<file path="src/rtl/sbr_pkg.sv">
// ----------------------------------------------------------------------------
// sbr_pkg
// Shared widths, types and constants for the signed window bucket recoder.
// ----------------------------------------------------------------------------
package sbr_pkg;

   localparam int WindowWidth  = 14;
   localparam int WindowCount  = 19;
   localparam int ScalarWidth  = 255;
   localparam int ChainWidth   = WindowWidth * WindowCount;
   localparam int NumWidth     = 5;
   localparam int CountWidth   = 5;
   localparam int TagWidth     = 32;
   localparam int LimbWidth    = 64;
   localparam int TopLimbWidth = 63;
   localparam int ReqDataWidth = 288;
   localparam int RspDataWidth = 56;
   localparam int RspUserWidth = 2;
   localparam int TagShift     = 3;

   localparam logic [NumWidth-1:0]   LastWindow = NumWidth'(WindowCount - 1);
   localparam logic [CountWidth-1:0] FullCount  = CountWidth'(WindowCount);

   typedef logic [WindowWidth-1:0] window_type;
   typedef logic [NumWidth-1:0]    num_type;
   typedef logic [TagWidth-1:0]    tag_type;

   typedef struct packed {
      logic load;
      logic shift;
   } cell_ctl_type;

   typedef struct packed {
      logic    advance;
      logic    last;
      num_type number;
   } emit_ctl_type;

   typedef struct packed {
      num_type    window_number;
      window_type bucket_index;
      logic       no_bucket;
      logic       subtract;
      tag_type    point_tag;
      logic       last;
   } result_type;

endpackage

</file>
<file path="src/rtl/sbr_cell.sv">
// ----------------------------------------------------------------------------
// sbr_cell
// One window slot of the chain: load in parallel or take the neighbor's value.
// ----------------------------------------------------------------------------
module sbr_cell #(
   parameter int WIDTH = sbr_pkg::WindowWidth
) (
   input  logic                 clock,
   input  sbr_pkg::cell_ctl_type ctl,
   input  logic [WIDTH-1:0]     load_window,
   input  logic [WIDTH-1:0]     next_window,
   output logic [WIDTH-1:0]     window
);

   logic [WIDTH-1:0] window_ff;
   logic [WIDTH-1:0] window_in;

   always_comb begin
      window_in = window_ff;
      if (ctl.load) begin
         window_in = load_window;
      end else if (ctl.shift) begin
         window_in = next_window;
      end
   end

   always_ff @(posedge clock) begin
      window_ff <= window_in;
   end

   assign window = window_ff;

endmodule

</file>
<file path="src/rtl/sbr_emit.sv">
// ----------------------------------------------------------------------------
// sbr_emit
// Head of the chain: signed-digit recode with running carry, output register.
// ----------------------------------------------------------------------------
module sbr_emit (
   input  logic                  clock,
   input  logic                  reset,
   input  sbr_pkg::emit_ctl_type ctl,
   input  sbr_pkg::window_type   window,
   input  sbr_pkg::tag_type      tag,
   input  logic                  rsp_ready,
   output logic                  rsp_valid,
   output sbr_pkg::result_type   result
);

   localparam int SumWidth = sbr_pkg::WindowWidth + 1;
   localparam logic [SumWidth-1:0] FullValue = SumWidth'(1) << sbr_pkg::WindowWidth;

   logic                 valid_ff;
   logic                 valid_in;
   logic                 carry_ff;
   logic                 carry_in;
   sbr_pkg::result_type  result_ff;
   sbr_pkg::result_type  result_in;

   logic [SumWidth-1:0]  sum;
   logic                 high;
   logic [SumWidth-1:0]  digit;
   logic                 zero_digit;
   sbr_pkg::window_type  offset;
   sbr_pkg::window_type  bucket;

   always_comb begin
      sum        = {1'b0, window} + SumWidth'(carry_ff);
      high       = sum[SumWidth-1] | sum[SumWidth-2];
      digit      = high ? (FullValue - sum) : sum;
      zero_digit = (digit == '0);
      offset     = ctl.last ? {tag[sbr_pkg::WindowWidth-sbr_pkg::TagShift-1:0],
                               sbr_pkg::TagShift'(0)} : '0;
      bucket     = zero_digit ? '0 :
                   (digit[sbr_pkg::WindowWidth-1:0] - sbr_pkg::WindowWidth'(1) + offset);

      result_in               = result_ff;
      result_in.window_number = ctl.number;
      result_in.bucket_index  = bucket;
      result_in.no_bucket     = zero_digit;
      result_in.subtract      = high;
      result_in.point_tag     = tag;
      result_in.last          = ctl.last;
      if (!ctl.advance) begin
         result_in = result_ff;
      end

      carry_in = carry_ff;
      if (ctl.advance) begin
         carry_in = high & ~ctl.last;
      end

      valid_in = ctl.advance | (valid_ff & ~rsp_ready);
   end

   always_ff @(posedge clock) begin
      if (reset) begin
         valid_ff <= 1'b0;
         carry_ff <= 1'b0;
      end else begin
         valid_ff <= valid_in;
         carry_ff <= carry_in;
      end
      result_ff <= result_in;
   end

   assign rsp_valid = valid_ff;
   assign result    = result_ff;

endmodule

</file>
<file path="src/rtl/signed_window_bucket_recoder.sv">
// ----------------------------------------------------------------------------
// signed_window_bucket_recoder
// Cuts a 255-bit scalar into 19 signed 14-bit digits, one bucket op each.
// ----------------------------------------------------------------------------
//   channel  direction  transfer contents
//   req_*    in         limbs 0..3 and point index, one scalar per transfer
//   rsp_*    out        one bucket operation per window, 19 per scalar
//
// A scalar loads the 19-cell window chain in parallel; the chain then shifts
// one window per cycle into the recode stage while rsp_tready does not stall it.
// The next scalar loads in the cycle the final window leaves the chain.
// A stalled rsp_tready holds the output register and freezes the chain.
// Synchronous reset clears the chain count, carry and output valid.
// ----------------------------------------------------------------------------
module signed_window_bucket_recoder (
   input  logic         clock,
   input  logic         reset,
   input  logic         req_tvalid,
   output logic         req_tready,
   // limb0[63:0], limb1[127:64], limb2[191:128], limb3[254:192],
   // point_index[286:255], zero[287]
   input  logic [287:0] req_tdata,
   output logic         rsp_tvalid,
   input  logic         rsp_tready,
   // window_number[4:0], bucket_index[18:5], point_tag[50:19], zero[55:51]
   output logic [55:0]  rsp_tdata,
   // no_bucket[0], subtract[1]
   output logic [1:0]   rsp_tuser,
   output logic         rsp_tlast
);

   localparam int Ww = sbr_pkg::WindowWidth;
   localparam int Wc = sbr_pkg::WindowCount;
   localparam int Lw = sbr_pkg::LimbWidth;

   logic [sbr_pkg::CountWidth-1:0] count_ff;
   logic [sbr_pkg::CountWidth-1:0] count_in;
   sbr_pkg::num_type               number_ff;
   sbr_pkg::num_type               number_in;
   sbr_pkg::tag_type               tag_ff;
   sbr_pkg::tag_type               tag_in;

   logic                           advance;
   logic                           accept;
   sbr_pkg::cell_ctl_type          cell_ctl;
   sbr_pkg::emit_ctl_type          emit_ctl;
   sbr_pkg::result_type            result;
   logic [sbr_pkg::ChainWidth-1:0] scalar;
   sbr_pkg::window_type            chain [Wc+1];

   assign advance    = (count_ff != '0) & (~rsp_tvalid | rsp_tready);
   assign req_tready = (count_ff == '0) |
                       ((count_ff == sbr_pkg::CountWidth'(1)) & advance);
   assign accept     = req_tvalid & req_tready;

   assign scalar = {(sbr_pkg::ChainWidth - sbr_pkg::ScalarWidth)'(0),
                    req_tdata[3*Lw +: sbr_pkg::TopLimbWidth],
                    req_tdata[2*Lw +: Lw],
                    req_tdata[Lw +: Lw],
                    req_tdata[0 +: Lw]};

   always_comb begin
      count_in  = count_ff;
      number_in = number_ff;
      tag_in    = tag_ff;
      if (accept) begin
         count_in  = sbr_pkg::FullCount;
         number_in = '0;
         tag_in    = req_tdata[sbr_pkg::ScalarWidth +: sbr_pkg::TagWidth];
      end else if (advance) begin
         count_in  = count_ff - sbr_pkg::CountWidth'(1);
         number_in = number_ff + sbr_pkg::NumWidth'(1);
      end
   end

   always_ff @(posedge clock) begin
      if (reset) begin
         count_ff <= '0;
      end else begin
         count_ff <= count_in;
      end
      number_ff <= number_in;
      tag_ff    <= tag_in;
   end

   assign cell_ctl.load  = accept;
   assign cell_ctl.shift = advance;

   assign chain[Wc] = '0;

   for (genvar i = 0; i < Wc; i++) begin : g_cell
      sbr_cell #(
         .WIDTH(Ww)
      ) u_cell (
         .clock      (clock),
         .ctl        (cell_ctl),
         .load_window(scalar[i*Ww +: Ww]),
         .next_window(chain[i+1]),
         .window     (chain[i])
      );
   end

   assign emit_ctl.advance = advance;
   assign emit_ctl.last    = (number_ff == sbr_pkg::LastWindow);
   assign emit_ctl.number  = number_ff;

   sbr_emit u_emit (
      .clock    (clock),
      .reset    (reset),
      .ctl      (emit_ctl),
      .window   (chain[0]),
      .tag      (tag_ff),
      .rsp_ready(rsp_tready),
      .rsp_valid(rsp_tvalid),
      .result   (result)
   );

   assign rsp_tdata = {5'd0, result.point_tag, result.bucket_index, result.window_number};
   assign rsp_tuser = {result.subtract, result.no_bucket};
   assign rsp_tlast = result.last;

`ifndef NO_ASSERTIONS
   a_last_window: assert property (@(posedge clock) disable iff (reset)
      rsp_tvalid && rsp_tlast |-> result.window_number == sbr_pkg::LastWindow)
      else $error("final window transfer carries the wrong window number");

   a_no_bucket_zero: assert property (@(posedge clock) disable iff (reset)
      rsp_tvalid && result.no_bucket |-> result.bucket_index == '0)
      else $error("bucket index nonzero on a zero digit");

   a_load_full: assert property (@(posedge clock) disable iff (reset)
      req_tvalid && req_tready |=> count_ff == sbr_pkg::FullCount)
      else $error("chain count not full after a scalar transfer");

   a_load_when_done: assert property (@(posedge clock) disable iff (reset)
      req_tvalid && req_tready |-> count_ff <= sbr_pkg::CountWidth'(1))
      else $error("scalar taken while the chain still holds windows");
`endif

endmodule
</file>
<file path="config.mk">
export PLATFORM = sky130hd
export DESIGN_NAME = signed_window_bucket_recoder
export DESIGN_NICKNAME = d
export VERILOG_FILES = /design/src/rtl/sbr_pkg.sv /design/src/rtl/sbr_cell.sv /design/src/rtl/sbr_emit.sv /design/src/rtl/signed_window_bucket_recoder.sv
export SDC_FILE = /design/constraint.sdc
export NUM_CORES = 1
export LEC_CHECK = 0
export ABC_AREA = 1
export BUFFER_PORTS_ARGS = -buffer_cell sky130_fd_sc_hd__buf_2
export CAP_MARGIN = 10
export CORE_MARGIN = 1.5
export CORE_UTILIZATION = 59
export CTS_CLUSTER_SIZE = 20
export DETAILED_ROUTE_END_ITERATION = 12
export GPL_ROUTABILITY_DRIVEN = 0
export HOLD_SLACK_MARGIN = 0.12
export PLACE_DENSITY = 0.86
export SETUP_SLACK_MARGIN = 0.3
export SYNTH_ARGS = -nofsm -noshare
export SYNTH_HDL_FRONTEND = slang
export SYNTH_SLANG_ARGS = --single-unit
</file>
<file path="constraint.sdc">
create_clock -name clock -period 22.5 [get_ports clock]
set_input_delay 4.5 -clock clock [delete_from_list [all_inputs] [get_ports clock]]
set_output_delay 4.5 -clock clock [all_outputs]
set_load 0.01 [all_outputs]
</file>
* Word-level counts from Yosys, hierarchy flattened
Index checks and enable logic that the tools add are counted.
** Cells by class
- $add $sub $neg :: 6
- Equal/unequal tests :: 2
- Multiplexer cells :: 42
- Bitwise gates (word level) :: 12
- Reductions and logical operators :: 5
** Operator list (number)
- $mux 14 :: 37
- $add 14x1->15 :: 1
- $logic_not 15->1 :: 1
- $mux 15 :: 1
- $sub 15x15->15 const A :: 1
- $add 14x14->14 :: 1
- $sub 14x1->14 const B :: 1
- $mux 5 :: 2
- $mux 3 :: 2
- $add 5x1->5 const B :: 1
- $and 1x1->1 :: 5
- $eq 5x1->1 const B :: 1
- $eq 5x5->1 const B :: 1
- $logic_not 5->1 :: 1
- $reduce_bool 5->1 :: 1
- $sub 5x1->5 const B :: 1
- $or 1x1->1 :: 4
- $not 1->1 :: 3
- $reduce_bool 2->1 :: 1
- $reduce_or 2->1 :: 1
** Storage, ports and cells
- Register bits after elaboration :: 353
- Bits of input ports :: 292
- Word-level logic and storage cells :: 98

* Longest topological paths before layout
- Depth in word-level cells :: 7
- Depth in mapped cells :: 27
- Mapped depth without buffers :: 27

* Cells and area by module
Synthesis repeated with hierarchy kept, for this count alone.
** Unflattened totals
- Cell total of the unflattened synthesis :: 1668
- Area, all modules :: 16671.0 µm²
** By module, submodules not included
- sbr_cell :: instances 19, cells each 60, area each 606.8 µm²
- sbr_emit :: instances 1, cells each 407, area each 3542.1 µm²
- signed_window_bucket_recoder :: instances 1, cells each 121, area each 1599.0 µm²

* Worst setup path after synthesis
Ideal clock, no wire load.
- Path type :: input-to-reg
- From :: input rsp_tready
- To :: register g_cell[0].u_cell.window_ff[0] (enable)
- Arrival time :: 9862 ps
- Data required time :: 20538 ps
- Setup slack :: 10675 ps
- Cell stages on the path :: 9
- Buffers on the path :: 3
- Cells stage by stage :: inv_1 -> nand2_1 -> nand2_1 -> a21oi_1 -> nand2_1 -> clkbuf_1 -> clkbuf_1 -> clkbuf_1 -> nand2_1
** Between the ends
- Longest elaborated chain between the ends :: 6
** Ends and longest elaborated chain
- start: declaration :: RTL line signed_window_bucket_recoder.sv:24 : input logic rsp_tready,
- $or 1x1->1 :: RTL line signed_window_bucket_recoder.sv:51 : assign advance = (count_ff != '0) & (~rsp_tvalid | rsp_tready);
- $and 1x1->1 :: RTL line signed_window_bucket_recoder.sv:51
- $and 1x1->1 :: RTL line signed_window_bucket_recoder.sv:53 : ((count_ff == sbr_pkg::CountWidth'(1)) & advance);
- $or 1x1->1 :: RTL line signed_window_bucket_recoder.sv:52 : assign req_tready = (count_ff == '0) |
- net req_tready :: RTL line signed_window_bucket_recoder.sv:19 : output logic req_tready,
- $and 1x1->1 :: RTL line signed_window_bucket_recoder.sv:54 : assign accept = req_tvalid & req_tready;
- $reduce_bool 2->1 (no line)
- end signal: assignment :: RTL line sbr_cell.sv:28 : window_ff <= window_in;
- end: declaration :: RTL line sbr_cell.sv:15 : logic [WIDTH-1:0] window_ff;
The timed path passes the listed nets, and every way through them passes these cells.
A chain may end at the register's enable or synchronous reset.

* Worst setup path in the final report
- From :: input rsp_tready
- To :: output req_tready
** Between the ends
- Longest elaborated chain between the ends :: 4
** Ends and longest elaborated chain (RTL line)
- $or 1x1->1 :: signed_window_bucket_recoder.sv:51
- $and 1x1->1 :: signed_window_bucket_recoder.sv:51
- $and 1x1->1 :: signed_window_bucket_recoder.sv:53
- $or 1x1->1 :: signed_window_bucket_recoder.sv:52
- end: declaration :: signed_window_bucket_recoder.sv:19
No other way between the ends.

==> reports/qor.txt <==
status - finished, final reports clean
CTS HTree Levels - 2
Worst-Skew Late Latency - 0.52 ns
grt met1 use - 30.61%
Syn Area/Cell - 9.995 um2
first-pass GRT wire length - 58,310 um
clk slew on worst S/H paths - 0.06 ns
Vias - 12,009
Final HPWL DP - 25,360 um
WP data required - 18.00 ns
FMAX - 0.1026 GHz
Setup Viol. Count Final - 0
crit path kind - in2out
Initial Utilization - 59.72%
fin nets - 2,251
Core ar. - 0.02673 mm2
drt pass-1 iters - 7
Final period util - 43.32%
# DRC - 0
wire length per cell - 16.13 um
pwr dens - 181.1 mW/mm2
antenna-violating nets left - 0
share of layout cells above drive strength 1 - 23.38%
Final TNS setup - 0 ns
clock skew - 0.02149 ns
Post-Syn Instances - 1,597
Placed Area - 0.01791 mm2
Yosys cell types - 43
Total Wirelength - 37,150 um
Design Area, Final - 0.01921 mm2
area delta synth->final - 20.33%
warning count from the yosys run - 0
Worst slew margin - 27.45%
FF+latch count, synth - 353
Arr. time, crit path - 5.25 ns
Die Y - 167.5 um
Max Buffers Root-to-Sink - 3
cell area after synthesis - 0.01596 mm2
post-CTS sizing - 0
Hold Buf Count CTS - 0
initial antenna violation count - 11
RSZ-0062 raised after global routing - no
All-Layer GR Usage - 26.42%
ys flop type - edfxtp_1
busiest grt layer - met2
final hold violation count - 0
number of synthesized flops with an enable pin - 341
die area - 0.02805 mm2
Async SR Flop Fraction - 0%
Max Slew Vio Count - 0
nature of the critical path endpoint - output port
CTS tree - done
worst IR drop on VDD - 0.1078 mV
GRT overflow - 0
total leakage power - 9.109 nW
met3 usage in global routing - 6.287%
critical path fanouts, max - 3
clk sinks - 353
Post-CTS Setup Inserts - 0
Seq/Total Area, Yosys - 65.66%
CTS buffer count - 37
largest net degree at the start of global routing - 174
io pins - 353
via/cell ratio - 5.215
DRT iter0 DRCs - 1,105
Hold WC Path Type - reg2reg
vias in the first global route - 12,008
fin crit period - 9.748 ns
Critical Path Source Type - input pin
max-cap violations - 0
slew of the pin with the lowest slew margin - 1.088 ns
GR Util met2 - 46.85%
Root Buffer - clkbuf_16
Port Buffers - 346
Rows - 60
Die Span X - 167.5 um
sequential cells by signal, indices dropped and copies added, names as in the netlist:
signal / cells
u_emit.carry_ff: 1
g_cell.u_cell.window: 255
number_ff: 5
u_emit.result: 54
count_ff: 5
tag_ff: 32
u_emit.rsp_valid: 1
placed cells by master (no fill, tap or decap), types with 8 or more instances in the layout:
cell       instances
clkbuf_16         37
edfxtp_1         341
o21ai_0           17
ha_1              31
nand4_1           11
nand2_1          848
inv_1             94
nor2_1            48
nand3_1           25
nand2_2           11
buf_2            346
bufinv_16          8
a21oi_1           18
clkinv_1           8
nor2_4            14
dfxtp_1           12
power breakdown:
| group | internal [mW] | leakage, nW | switching (mW) | total [mW] |
|---|---|---|---|---|
| Sequential | 1.31 | 3.55 | 0.110 | 1.42 |
| Clock | 0.396 | 0.624 | 0.249 | 0.645 |
| Combinational | 0.460 | 4.94 | 0.954 | 1.41 |
| Total | 2.17 | 9.11 | 1.31 | 3.48 |
layer usage:
metal	up-vias	part of all wire, %
met5	-	0.13
met4	8	4.2
met3	105	8.3
met2	505	51
met1	5560	37
li1	5831	-
synthesized netlist by cell type, drive strengths merged, types with 2 or more instances:
cell type	count	share of area, %
ha	31	2.4
edfxtp	341	64
xnor2	6	0.33
nand2	862	20
nor3	2	0.063
o21ai	23	0.74
clkbuf	56	1.3
a21o	2	0.094
nor2	71	2.7
xor2	5	0.27
buf	10	0.57
nand4	11	0.43
nand3b	3	0.14
inv	102	2.4
a31oi	3	0.12
a21oi	18	0.56
nand3	29	1.1
dfxtp	12	1.5
worst max-delay path, stage by stage:
cell	delay (ns)
buf_2	0.08
inv_1	0.03
nand2_1	0.09
nand2_1	0.06
a21oi_1	0.28
buf_2	0.20
layout make-up:
cell class | count | area [um2]
antenna | 7 | 17.52
timing repair buffer | 353 | 1784
multi-input combinational | 1080 | 4820
clock inverter | 23 | 327.8
fill | 1860 | 7520
inverter | 102 | 397.9
clock buffer | 44 | 952.2
tap | 341 | 426.7
sequential | 353 | 10480
cells by family after synthesis:
| family | Yosys count | synth area share [%] |
|---|---|---|
| xor gates and xnor gates | 11 | 0.6036 |
| buffers and inverters | 168 | 4.335 |
| DFF | 353 | 65.66 |
| AOI/OAI and AO/OA | 50 | 1.725 |
| and+or+nand+nor | 982 | 25.10 |
| other | 1 | 0.02349 |
| adders and majority gates | 32 | 2.555 |
stage by stage:
step                      worst slack (ns)  util, %  power [mW]  instances  hold slack, ns
after global routing                 12.67    71.85       3.731       2302          0.4225
after global placement               12.77    67.01       2.757       2229          0.4000
after CTS                            12.77    71.80       3.488       2296          0.4193
after floorplan                      10.68        -       2.545       1601          0.4003
after detailed placement             12.77    67.01       2.829       2229          0.4045
final                                12.75    71.86       3.478       2303          0.4166
final timing paths:
kind | startpoint | end | slack, ns | depth (start not counted)
max | rsp_tready | req_tready | 12.75 | 6
min | tag_ff[12] | u_emit.result[13] | 0.42 | 0
max reg2reg | count_ff[1] | g_cell[7].u_cell.window[5] | 17.88 | 9
min reg2reg | tag_ff[12] | u_emit.result[13] | 0.42 | 0
No activity file was read; power rests on OpenSTA's default activity.
